$ cat src/design/cch_pkg.sv
`timescale 1ns / 1ps
`default_nettype none
package cch_pkg;

	localparam int SLOTS_DEF = 150;
	localparam logic [7:0] TOL_RESET = 8'd50;
	localparam logic [7:0] CH_WHITE = 8'hFF;

	typedef enum logic [1:0] {
		CMD_CLEAR    = 2'd0,
		CMD_CLASSIFY = 2'd1,
		CMD_READ     = 2'd2,
		CMD_NONE     = 2'd3
	} cmd_t;

	typedef struct packed {
		logic [1:0] cmd;
		logic [7:0] red;
		logic [7:0] green;
		logic [7:0] blue;
		logic [7:0] entry_index;
	} item_t;

	typedef struct packed {
		logic        matched;
		logic        inserted;
		logic        table_full;
		logic [7:0]  slot_index;
		logic [31:0] slot_count;
		logic [7:0]  slot_red;
		logic [7:0]  slot_green;
		logic [7:0]  slot_blue;
	} result_t;

	// one item travelling along the row of slot cells
	typedef struct packed {
		logic        valid;
		logic [1:0]  cmd;
		logic [7:0]  red;
		logic [7:0]  green;
		logic [7:0]  blue;
		logic [7:0]  entry_index;
		logic        hit;
		logic        matched;
		logic [7:0]  slot_index;
		logic [31:0] slot_count;
		logic [7:0]  slot_red;
		logic [7:0]  slot_green;
		logic [7:0]  slot_blue;
	} beat_t;

	// strict window: ref - tol < px < ref + tol
	function automatic logic near_ch(input logic [7:0] px, input logic [7:0] ref_ch,
			input logic [7:0] tol);
		logic [8:0] lo_sum;
		logic [8:0] hi_sum;
		lo_sum = {1'b0, px} + {1'b0, tol};
		hi_sum = {1'b0, ref_ch} + {1'b0, tol};
		return (lo_sum > {1'b0, ref_ch}) && ({1'b0, px} < hi_sum);
	endfunction

endpackage
`default_nettype wire

$ cat src/design/cch_cell.sv
`timescale 1ns / 1ps
`default_nettype none
module cch_cell #(
	parameter int IDX = 0
) (
	input  wire logic           clk,
	input  wire logic           arst_n,
	input  wire logic [7:0]     tol,
	input  wire cch_pkg::beat_t beat_in,
	output cch_pkg::beat_t      beat_out
);
	import cch_pkg::*;

	localparam logic [7:0] IDX8 = 8'(IDX);
	localparam bit READABLE = (IDX < 256);

	logic [7:0]  red_q, green_q, blue_q;
	logic [31:0] count_q;
	logic [7:0]  red_d, green_d, blue_d;
	logic [31:0] count_d;
	logic [31:0] count_inc;
	logic        near;
	logic        empty;
	beat_t       beat_d;
	beat_t       beat_q;

	assign near = near_ch(beat_in.red, red_q, tol) && near_ch(beat_in.green, green_q, tol)
		&& near_ch(beat_in.blue, blue_q, tol);
	assign empty = (red_q == CH_WHITE) && (green_q == CH_WHITE) && (blue_q == CH_WHITE);
	assign count_inc = (count_q == '1) ? count_q : count_q + 32'd1;

	always_comb begin
		beat_d  = beat_in;
		red_d   = red_q;
		green_d = green_q;
		blue_d  = blue_q;
		count_d = count_q;
		if (beat_in.valid) begin
			case (beat_in.cmd)
				CMD_CLEAR: begin
					red_d   = CH_WHITE;
					green_d = CH_WHITE;
					blue_d  = CH_WHITE;
					count_d = '0;
				end
				CMD_CLASSIFY: begin
					if (!beat_in.hit && (near || empty)) begin
						if (!near) begin
							red_d   = beat_in.red;
							green_d = beat_in.green;
							blue_d  = beat_in.blue;
						end
						count_d           = count_inc;
						beat_d.hit        = 1'b1;
						beat_d.matched    = near;
						beat_d.slot_index = IDX8;
						beat_d.slot_count = count_inc;
						beat_d.slot_red   = red_d;
						beat_d.slot_green = green_d;
						beat_d.slot_blue  = blue_d;
					end
				end
				CMD_READ: begin
					if (READABLE && beat_in.entry_index == IDX8) begin
						beat_d.slot_count = count_q;
						beat_d.slot_red   = red_q;
						beat_d.slot_green = green_q;
						beat_d.slot_blue  = blue_q;
					end
				end
				default: begin
				end
			endcase
		end
	end

	always_ff @(posedge clk or negedge arst_n) begin
		if (!arst_n) begin
			red_q   <= CH_WHITE;
			green_q <= CH_WHITE;
			blue_q  <= CH_WHITE;
			count_q <= '0;
			beat_q  <= '0;
		end else begin
			red_q   <= red_d;
			green_q <= green_d;
			blue_q  <= blue_d;
			count_q <= count_d;
			beat_q  <= beat_d;
		end
	end

	assign beat_out = beat_q;

endmodule
`default_nettype wire

$ cat config.mk
export PLATFORM = sky130hd
export DESIGN_NAME = cch_cell
export DESIGN_NICKNAME = d
export VERILOG_FILES = /design/src/design/cch_pkg.sv /design/src/design/cch_cell.sv
export SDC_FILE = /design/constraint.sdc
export NUM_CORES = 1
export LEC_CHECK = 0
export BUFFER_PORTS_ARGS = -buffer_cell sky130_fd_sc_hd__buf_4
export CAP_MARGIN = 20
export CORE_MARGIN = 2
export CORE_UTILIZATION = 42
export CTS_BUF_LIST = sky130_fd_sc_hd__clkbuf_4 sky130_fd_sc_hd__clkbuf_8
export DETAILED_ROUTE_END_ITERATION = 6
export HOLD_SLACK_MARGIN = 0.03
export PLACE_DENSITY = 0.71
export SYNTH_ARGS = -nofsm -noshare
export SYNTH_HDL_FRONTEND = slang
export SYNTH_SLANG_ARGS = --single-unit
$ cat constraint.sdc
create_clock -name clk -period 10.04 [get_ports clk]
set_input_delay 1.004 -clock clk [delete_from_list [all_inputs] [get_ports clk]]
set_output_delay 1.004 -clock clk [all_outputs]
set_load 0.02 [all_outputs]
# Word-level counts from Yosys, hierarchy flattened
# Cells that the tools add are included.
# Widths: inputs -> output; s select.
[totals]
elab_cells = 68
regBits = 157
output_inout_bits = 101
input_bits = 111
[classes]
eq_ne = 7
mux = 17
n_reduce_logical = 14
n_lt_le_gt_ge = 6
add_sub_neg = 7
[op_table]
columns = ["cell", "n"]
rows = [
  ["$mux 66", 2],
  ["$pmux 56 s2", 1],
  ["$mux 32", 2],
  ["$pmux 32 s2", 1],
  ["$mux 56", 1],
  ["$add 8x8->9", 6],
  ["$mux 8", 6],
  ["$pmux 8 s2", 3],
  ["$add 32x1->32 const B", 1],
  ["$eq 32x32->1 const B", 1],
  ["$gt 9x8->1", 3],
  ["$lt 8x9->1", 3],
  ["$eq 8x8->1 const B", 3],
  ["$mux 10", 1],
  ["$logic_and 1x1->1", 8],
  ["$logic_not 8->1", 1],
  ["$reduce_and 3->1", 1],
  ["$eq 2x1->1 const B", 1],
  ["$eq 2x2->1 const B", 1],
  ["$logic_not 2->1", 1],
  ["$ne 2x2->1 const B", 1],
  ["$reduce_bool 2->1", 1],
  ["$logic_not 1->1", 1],
  ["$logic_or 1x1->1", 1],
]

# Depth between registers and ports, before layout
# Gate-level depths: netlist of run 1.
[depth]
ltp_word = 10
depth_mapped = 19
depth_no_buf = 17

# Worst setup path before layout of run 1
# OpenSTA, ideal clock, no wires.
[synth_path]
kind = "input -> register"
start = "input tol[0]"
end = "register beat_q (netlist bit beat_out[29])"
stages = 19
setup_ns = 0.133
path_buffers = 2
path_slack_ns = 5.595
arrival_time_ns = 4.312
t_required_ns = 9.907
cell_sequence = "ha_1 -> fa_1 -> a211oi_1 -> nor2_1 -> nor2_1 -> nor2_1 -> nor2_1 -> xor2_1 -> ha_1 -> a21o_1 -> a221oi_1 -> o22ai_1 -> a32o_1 -> o21ba_2 -> nand3_1 -> a32oi_2 -> buf_4 -> buf_4 -> o211ai_1"
[synth_rtl]
columns = ["element", "line", "rtl"]
rows = [
  ["from (decl)", "cch_cell.sv:8", "input wire logic [7:0] tol,"],
  ["to (signal assigned)", "cch_cell.sv:89", "beat_q <= beat_d;"],
  ["to (decl)", "cch_cell.sv:25", "beat_t beat_q;"],
]

# Worst setup path after layout of run 1
[layout_path]
start = "input tol[1]"
end = "register red_q[2]"
[layout_between]
elab_chain_cells = 9
elab_cells_between_ends = 24
cone_classes = "6 x add/sub; 6 x order compare; 1 x eq/ne; 3 x mux; 8 x reduce/logical"
[layout_rtl]
columns = ["element", "line", "rtl"]
rows = [
  ["$add 8x8->9 (on tied branches)", "cch_pkg.sv:57, cch_pkg.sv:58", ""],
  ["$gt 9x8->1 / $lt 8x9->1 (equally long branches)", "cch_pkg.sv:59", "return (lo_sum > {1'b0, ref_ch}) && ({1'b0, px} < hi_sum);"],
  ["$logic_and 1x1->1", "cch_pkg.sv:59", ""],
  ["$logic_and 1x1->1", "cch_cell.sv:27", "assign near = near_ch(beat_in.red, red_q, tol) && near_ch(beat_in.green, green_q, tol)"],
  ["$logic_and 1x1->1 *", "cch_cell.sv:28", "&& near_ch(beat_in.blue, blue_q, tol);"],
  ["$logic_or 1x1->1", "cch_cell.sv:47", "if (!beat_in.hit && (near || empty)) begin"],
  ["$logic_and 1x1->1", "cch_cell.sv:47", ""],
  ["$ne 2x2->1 (no line)", "-", ""],
  ["$reduce_and 3->1 (no line)", "-", ""],
  ["to (signal assigned)", "cch_cell.sv:85", "red_q <= red_d;"],
  ["to (decl)", "cch_cell.sv:17", "logic [7:0] red_q, green_q, blue_q;"],
]
# Mark *: on every way between the ends. The rest lies on a longest branch, timed or not. The select of a mux whose other input is x is not followed.
# A chain may end at the register's enable or synchronous reset.

==> flow_summary.yaml, run 1 <==
place:
  gp_congestion: 0.917
  port_buffers: 211
  place_hpwl_um: 21900
  place_area_sq_um: 12000
logic_synthesis:
  synth_compound_area_share_pct: 22.0
  synth_top_family_by_area: "compound AO/OA/AOI/OAI gates"
  ys_seq_elements: 157
  muxShareOfSynthArea_pct: 0.0980
  ys_top_cells_by_area: "dfrtp_1, ha_1, dfstp_2"
  synth_edf_count: 0
  synth_cell_types: 72
  syn-cell-area_sq_um: 10200
  synth-adder-area-share_pct: 13.1
  synthSimpleGateAreaFrac_pct: 15.7
  synth_cells: 1100
  seq_area_frac_synth_pct: 38.8
  synthXorXnorAreaFrac_pct: 3.43
  synth-main-ff-cell: "dfrtp_1"
  yosys_warnings: 0
  syn_area_per_cell_sq_um: 9.29
  synth_top_area_share_pct: 32.6
  synthesis.nets: 1314
  ys_async_sr_fraction_pct: 100
  synth_largest_area_cell: "dfrtp_1"
floorplanning:
  dieArea_sq_um: 25600
  start_util_pct: 42.4
  fp.coreArea_sq_um: 24100
  die_h_um: 160
  row_count: 57
  pin_count: 212
  die_x_um: 160
critical_path:
  rrSetupSlack_ns: 4.96
  start_kind: "input port"
  r2r-end: "red_q[2]"
  end_kind: "flop"
  arrival_ns: 5.71
  r2r_cells: 19
  cp.required_ns: 10.44
  worstReg2RegStart: "blue_q[1]"
  crit_fanout: 58
  criticalPathCategory: "input port to flop"
clock_tree:
  clock_sinks: 157
  cts_setup_buffers: 0
  clock_latency_ns: 0.47
  cts-resized-gates: 0
  root_buffer: "clkbuf_8"
  cts_tree: "yes"
  cts_buffers: 17
  clock_path_buffers: 2
  cts_hold_buf: 0
  htree_levels: 4
  clk_pin_slew_ns: 0.10
timing:
  slew_viol_final: 0
  slew_headroom_pct: 37.6
  rsz0062_at_grt: "false"
  finalSetupViolCount: 0
  min_period_ns: 5.31
  finalHoldViolCount: 0
  finClkSkew_ns: 0.0196
  tns_ns: 0
  tightest_slew_ns: 0.934
  min_period_over_period_pct: 52.9
  fmax_ghz: 0.188
power_and_ir_drop:
  leakagePower_nw: 5.96
  p_comb_share_pct: 34.6
  power_density_nw_per_um2: 153
  peakVddDrop_v: 0.0000970
  pwr-share-clk_pct: 26.7
  internal_power_mw: 1.23
  seq_power_share_pct: 38.7
  p_switching_mw: 0.679
  netSwitchingFraction_pct: 35.6
finish:
  final_cell_area_sq_um: 12500
  finalNetCount: 1504
  diodes: 0
  final_cell_mix: "buf_4, dfrtp_1, inv_1"
  layout_commonest_cell: "buf_4"
  area_growth_pct: 22.3
  drive_gt1_share_pct: 22.5
global_routing:
  track_usage_pct: 23.1
  antenna_found_initial: 0
  overflow: 0
  grt_max_degree: 81
  grt_pass1_wl_um: 47200
  grt_pass1_vias: 9006
outcome:
  status: "finished, final reports clean"
route:
  wl_per_cell_um: 18.2
  wl_um: 29600
  drt_pre_antenna_iters: 6
  vias_per_cell: 5.72
  ant_nets: 0
  via_count: 9312
  drc: 0
  drt_iter0_drc: 760
min_path:
  hp-class: "input port to async pin"
flow_run:
  maxCapViolCount: 0
==> how the worst max path moves through the flow <==
stage / start / to / slack [ns] / cells after the start
final: tol[1] / red_q[2] / 4.73 / 19
after floorplan: tol[0] / beat_out[29] / 5.60 / 19
after global routing: tol[1] / red_q[3] / 4.44 / 20
after global placement: tol[0] / red_q[7] / 4.32 / 19
after detailed placement: tol[1] / blue_q[0] / 4.30 / 19
after CTS: tol[1] / red_q[2] / 4.81 / 19
==> synth_stat cells, types with 4 or more instances <==
cell type / number
buf_4: 5
dfstp_2: 24
o22ai_1: 25
nand4_1: 19
a21o_1: 10
clkbuf_1: 21
and4_1: 7
xnor2_1: 30
o21ai_0: 31
xor2_1: 10
nand2_1: 82
o211ai_1: 25
or3_1: 5
nand3_1: 43
a211oi_1: 8
nor3_1: 15
o21a_1: 4
buf_2: 16
a21oi_1: 54
and2_1: 25
nand3b_1: 6
ha_1: 97
a221oi_1: 5
dfrtp_1: 133
buf_1: 4
a22o_1: 5
a31oi_1: 43
inv_1: 116
nor4_1: 7
nor2b_1: 14
buf_6: 5
o21bai_1: 14
nor2_1: 56
o221ai_1: 24
fa_1: 6
and3_1: 23
o22a_1: 24
a221o_1: 8
==> sequential cells by signal (all words and copies together), names as in the netlist <==
register,count
beat_out,101
count_q,32
blue_q,8
green_q,8
red_q,8
==> metal layers <==
metal  wire length (um)  GRT usage (%)  part of all wire [%]  vias up
met5                  0              0                     0        -
met4                646           6.80                   2.2        0
met3               1940           4.44                   6.6       46
met2              14700           40.3                    50      363
met1              12300           29.1                    42     4513
li1                   -              -                     -     4390
==> critical path, stage by stage <==
cell      delay [ns]
buf_4           0.18
ha_1            0.30
a21o_1          0.15
a21oi_1         0.22
o21bai_1        0.10
a21oi_1         0.25
o21bai_1        0.09
a21oi_1         0.20
xnor2_1         0.14
ha_1            0.26
and3_1          0.20
and3_1          0.18
o211ai_1        0.31
or3b_4          0.48
o21ai_4         0.15
buf_4           0.51
o211ai_2        0.47
buf_8           0.31
o22a_1          0.20
==> cell type report <==
class | instances | area [sq um]
fillers | 2266 | 11600
multi-input cells | 775 | 5570
flip-flops and latches | 157 | 3960
repair buffers | 223 | 1710
inverters | 116 | 435
well taps | 324 | 405
clock buffers | 21 | 283
clock inverters | 11 | 131
==> power by group through the flow <==
| stage | Combinational (mW) | Sequential [mW] | Clock, mW |
|---|---|---|---|
| 2_1_floorplan | 0.410 | 0.778 | 0 |
| 3_3_place_gp | 0.637 | 0.749 | 0 |
| 3_5_place_dp | 0.654 | 0.749 | 0 |
| 4_1_cts | 0.656 | 0.737 | 0.523 |
| 5_1_grt | 0.731 | 0.743 | 0.550 |
| 6_report | 0.659 | 0.738 | 0.509 |
==> stage by stage <==
stage,cells,setup WS [ns],utilization (%),power [mW],hold slack [ns]
after global routing,1627,4.44,51.8,2.02,0.552
after CTS,1625,4.81,51.7,1.92,0.538
after global placement,1592,4.32,49.9,1.39,0.524
final,1627,4.73,51.8,1.91,0.539
after detailed placement,1593,4.30,49.9,1.40,0.526
after floorplan,1100,5.60,-,1.19,0.505
==> cell families after synthesis <==
kind of cell,Yosys count
fa+ha+maj,103
xor+xnor,40
compound gates,316
buf+inv,168
flops,157
simple gates,315
mux,1
No activity file was read; power rests on OpenSTA's default activity.
==> inputs of run 2 (changes only) <==
--- a/config.mk
+++ b/config.mk
@@ -12,7 +12,7 @@
 export CTS_BUF_LIST = sky130_fd_sc_hd__clkbuf_4 sky130_fd_sc_hd__clkbuf_8
 export DETAILED_ROUTE_END_ITERATION = 6
 export HOLD_SLACK_MARGIN = 0.03
-export PLACE_DENSITY = 0.71
+export PLACE_DENSITY = 0.73
 export SYNTH_ARGS = -nofsm -noshare
 export SYNTH_HDL_FRONTEND = slang
 export SYNTH_SLANG_ARGS = --single-unit
==> constraint.sdc (replaced) <==
create_clock -name clk -period 4.8 [get_ports clk]
set_input_delay 0.48 -clock clk [delete_from_list [all_inputs] [get_ports clk]]
set_output_delay 0.48 -clock clk [all_outputs]
set_load 0.02 [all_outputs]
==> flow_summary.yaml, run 2 (synthesized netlist as in run 1, its figures left out) <==
clock_tree:
  cts_tree: "yes"
  root_buffer: "clkbuf_8"
  htree_levels: 4
  clock_sinks: 157
  cts_buffers: 17
  clock_latency_ns: 0.46
  clk_pin_slew_ns: 0.11
  clock_path_buffers: 2
  cts_hold_buf: 0
critical_path:
  start_kind: "flop"
  crit_family: "compound AO/OA/AOI/OAI gates"
  crit_fanout: 28
  cp.required_ns: 5.19
  crit_slowest_cell: "dfstp_2"
  path_cells: "ha_1 -> a21o_1 -> a21oi_2 -> o21bai_1 -> a21oi_2 -> o21bai_1 -> a21oi_1 -> xor2_1 -> ha_1 -> a211oi_1 -> o21ai_0 -> a41o_1 -> a32o_1 -> o21bai_2 -> buf_4 -> o21ai_4 -> buf_4 -> clkbuf_16 -> a31oi_1 -> a31oi_1"
  critPathMaxStageDelay_ns: 0.61
  end_kind: "flop"
  arrival_ns: 4.94
  crit_buf_inv: 3
  criticalPathCategory: "flop to flop"
finish:
  area_growth_pct: 23.7
  largest_reg_flops: 101
  finalNetCount: 1517
  final_cells: 1640
  drive_gt1_share_pct: 23.4
  layout_commonest_cell: "buf_4"
  diodes: 0
  final_cell_mix: "buf_4, dfrtp_1, inv_1"
floorplanning:
  pin_count: 212
  start_util_pct: 42.4
  die_x_um: 160
  dieArea_sq_um: 25600
  row_count: 57
  fp.coreArea_sq_um: 24100
  die_h_um: 160
global_routing:
  overflow: 0
  track_usage_pct: 23.3
  grt_pass1_vias: 9156
  grt_max_degree: 94
  antenna_found_initial: 0
  grt_pass1_wl_um: 47900
timing:
  rsz0062_at_grt: "false"
  tightest_slew_ns: 0.980
  hold_ws_ns: 0.0795
  slew_viol_final: 0
  min_period_over_period_pct: 94.9
  finalHoldViolCount: 0
  fmax_ghz: 0.219
  finalSetupViolCount: 0
  slew_headroom_pct: 34.4
  finClkSkew_ns: 0.0171
  min_period_ns: 4.56
route:
  drt_iter0_drc: 733
  via_count: 9380
  drc: 0
  vias_per_cell: 5.72
  ant_nets: 0
  drt_pre_antenna_iters: 7
  wl_um: 30400
  wl_per_cell_um: 18.6
min_path:
  hp-class: "input port to async pin"
place:
  place_hpwl_um: 22300
  placed_cells: 1600
  port_buffers: 211
  gp_congestion: 0.902
flow_run:
  maxCapViolCount: 0
outcome:
  status: "finished, final reports clean"
power_and_ir_drop:
  power_density_nw_per_um2: 317
  leakagePower_nw: 6.01
  peakVddDrop_v: 0.000163
-- run 2: worst paths after layout --
kind | from | end | slack (ns) | cells past startpoint
setup reg to reg | blue_q[1] | count_q[16] | 0.24 | 20
hold / removal | arst_n | beat_out[86] | 0.08 | 1
max in group asynchronous | arst_n | blue_q[4] | 3.60 | 2
min in group clk | beat_in[69] | beat_out[69] | 0.14 | 1
setup / recovery | blue_q[1] | count_q[16] | 0.24 | 20
hold reg to reg | red_q[4] | red_q[4] | 0.54 | 1
-- run 2: metrics by stage --
step	instance area [sq um]	setup slack (ns)	TNS (ns)	total power, mW	util (%)
floorplan	10200	0.878	0	2.49	-
global placement	12100	0.0372	0	2.92	50.3
detailed placement	12100	-0.172	-3.67	2.96	50.3
CTS	12500	0.169	0	3.96	51.8
global route	12600	0.00414	0	4.25	52.4
finish	12600	0.243	0	4.01	52.4
-- run 2: layer usage --
layer	track usage, %	wire (um)
met1	29.0	12400
met2	40.5	15100
met3	4.73	2200
met4	7.90	777
met5	0	0
-- run 2: power by group --
| part | switching [mW] | internal [mW] |
|---|---|---|
| Sequential | 0.0862 | 1.46 |
| Combinational | 0.823 | 0.648 |
| Clock | 0.568 | 0.426 |
| Total | 1.48 | 2.53 |
-- run 2: worst register-to-register path, stage by stage, from the launching register on --
cell and delay [ns]:
dfstp_2 0.61, ha_1 0.26, a21o_1 0.17, a21oi_2 0.18, o21bai_1 0.10, a21oi_2 0.18, o21bai_1 0.08, a21oi_1 0.17
xor2_1 0.17, ha_1 0.26, a211oi_1 0.29, o21ai_0 0.13, a41o_1 0.22, a32o_1 0.31, o21bai_2 0.23, buf_4 0.18
o21ai_4 0.26, buf_4 0.19, clkbuf_16 0.20, a31oi_1 0.11, a31oi_1 0.19
-- run 2: repair_timing --
item,CTS,global route
endpoints found under the setup margin,0,18
gates resized for setup,0,2
buffers inserted,0,4
-- run 2: cell type report --
type / instances / area (sq um)
fillers: 2244 / 11500
multi-input cells: 775 / 5580
flip-flops and latches: 157 / 3960
repair buffers: 236 / 1880
inverters: 116 / 435
well taps: 324 / 405
clock buffers: 18 / 241
clock inverters: 14 / 134
==> inputs of run 3 (changes only) <==
==> config.mk (replaced) <==
export PLATFORM = sky130hd
export DESIGN_NAME = cch_cell
export DESIGN_NICKNAME = d
export VERILOG_FILES = /design/src/design/cch_pkg.sv /design/src/design/cch_cell.sv
export SDC_FILE = /design/constraint.sdc
export NUM_CORES = 1
export LEC_CHECK = 0
export BUFFER_PORTS_ARGS = -buffer_cell sky130_fd_sc_hd__clkbuf_2
export CAP_MARGIN = 20
export CELL_PAD_IN_SITES_DETAIL_PLACEMENT = 0
export CELL_PAD_IN_SITES_GLOBAL_PLACEMENT = 1
export CORE_MARGIN = 2
export CORE_UTILIZATION = 39
export CTS_BUF_LIST = sky130_fd_sc_hd__clkbuf_4 sky130_fd_sc_hd__clkbuf_8
export DETAILED_ROUTE_END_ITERATION = 6
export HOLD_SLACK_MARGIN = 0.03
export PLACE_DENSITY = 0.86
export SYNTH_ARGS = -nofsm -noshare
export SYNTH_HDL_FRONTEND = slang
export SYNTH_SLANG_ARGS = --single-unit
==> flow_summary.yaml, run 3 (synthesized netlist as in run 1, its figures left out) <==
outcome:
  status: "finished, final reports clean"
timing:
  min_period_ns: 4.49
  slew_headroom_pct: 40.7
  finalSetupViolCount: 0
  tightest_slew_ns: 0.889
  fmax_ghz: 0.223
  rsz0062_at_grt: "false"
  finClkSkew_ns: 0.0237
  slew_viol_final: 0
  finalHoldViolCount: 0
  min_period_over_period_pct: 93.4
global_routing:
  track_usage_pct: 22.0
  grt_pass1_vias: 8887
  overflow: 0
  grt_pass1_wl_um: 48300
  antenna_found_initial: 0
  grt_max_degree: 76
critical_path:
  start_kind: "flop"
  rrSetupSlack_ns: 0.31
  arrival_ns: 4.89
  crit_buf_inv: 2
  critPathMaxStageDelay_ns: 0.60
  end_kind: "flop"
  crit_slowest_cell: "dfstp_2"
  crit_cells: 19
  r2r-end: "beat_out[36]"
  crit_fanout: 6
  path_cells: "ha_1 -> a21o_1 -> a21oi_2 -> o21bai_1 -> a21oi_1 -> o21bai_1 -> a21oi_1 -> xor2_1 -> ha_1 -> and3_1 -> a221oi_2 -> o22ai_1 -> a32o_1 -> o21bai_2 -> buf_4 -> nor3_4 -> buf_4 -> or2_1 -> a221o_1"
  worstReg2RegStart: "red_q[1]"
  cp.required_ns: 5.20
  crit_family: "compound AO/OA/AOI/OAI gates"
  r2r_cells: 19
  criticalPathCategory: "flop to flop"
route:
  drt_pre_antenna_iters: 5
  ant_nets: 0
  wl_um: 30300
  via_count: 9192
  drt_iter0_drc: 663
  vias_per_cell: 5.56
  wl_per_cell_um: 18.3
  drc: 0
finish:
  final_cell_mix: "clkbuf_2, dfrtp_1, inv_1"
  largest_reg_flops: 101
  finalNetCount: 1520
  layout_commonest_cell: "clkbuf_2"
  area_growth_pct: 18.2
  final_cells: 1654
  diodes: 0
  drive_gt1_share_pct: 23.6
min_path:
  hp-class: "input port to async pin"
place:
  place_hpwl_um: 22700
  gp_congestion: 0.885
  placed_cells: 1619
  port_buffers: 211
floorplanning:
  fp.coreArea_sq_um: 25900
  start_util_pct: 39.4
  row_count: 59
  die_h_um: 166
  dieArea_sq_um: 27500
  die_x_um: 166
  pin_count: 212
power_and_ir_drop:
  pwr-share-clk_pct: 24.6
  total_power_mw: 3.84
  peakVddDrop_v: 0.000153
  seq_power_share_pct: 40.2
  p_comb_share_pct: 35.3
  p_switching_mw: 1.44
  internal_power_mw: 2.40
  netSwitchingFraction_pct: 37.5
  power_density_nw_per_um2: 318
  leakagePower_nw: 5.87
clock_tree:
  clk_pin_slew_ns: 0.09
  htree_levels: 4
  root_buffer: "clkbuf_8"
  clock_latency_ns: 0.48
  cts_tree: "yes"
  clock_sinks: 157
  cts_hold_buf: 0
  clock_path_buffers: 2
  cts_buffers: 17
flow_run:
  maxCapViolCount: 0
run 3: power by group through the flow:
stage / Combinational [mW] / Clock, mW / Sequential [mW]
floorplan: 0.858 / 0 / 1.63
global placement: 1.32 / 0 / 1.56
detailed placement: 1.34 / 0 / 1.57
CTS: 1.35 / 0.971 / 1.54
global route: 1.52 / 1.03 / 1.55
finish: 1.35 / 0.943 / 1.54
run 3: layer usage:
layer  global-route usage [%]  routed length [um]  vias to the layer above
li1                         -                   -                     4437
met1                     28.7               13200                     4449
met2                     37.0               14800                      274
met3                     4.17                1630                       32
met4                     6.69                 635                        0
met5                        0                   0                        -
run 3: cell type report:
type                            count  area [sq um]
Clock buffer                       20           263
Clock inverter                     12          90.1
Fill cell                        2486         13800
Inverter                          116           435
Multi-Input combinational cell    775          5580
Sequential cell                   157          3960
Tap cell                          335           419
Timing Repair Buffer              239          1330
run 3: timing repair:
item | 4_1_cts | 5_1_grt
buffers inserted | 0 | 1
endpoints found under the hold margin | 0 | 0
gates resized for setup | 0 | 2
setup endpoints to repair | 0 | 16
run 3: per-stage QoR:
step	area (sq um)	worst slack (ns)	hold slack, ns	TNS (ns)	util [%]
after global placement	11700	0.0393	0.521	0	45.1
after floorplan	10200	0.878	0.184	0	-
after global routing	12100	0.0339	0.0476	0	46.6
after CTS	12000	0.169	0.0325	0	46.4
after detailed placement	11700	-0.0604	0.527	-0.132	45.1
final	12100	0.315	0.0185	0	46.6
run 3: how the worst max path moves through the flow:
stage,start,endpoint,slack (ns)
4_1_cts,red_q[1],beat_out[36],0.17
5_1_grt,blue_q[1],beat_out[39],0.03
2_1_floorplan,blue_q[1],beat_out[29],0.88
3_5_place_dp,tol[1],beat_out[36],-0.06
3_3_place_gp,tol[1],beat_out[21],0.04
6_report,red_q[1],beat_out[36],0.31
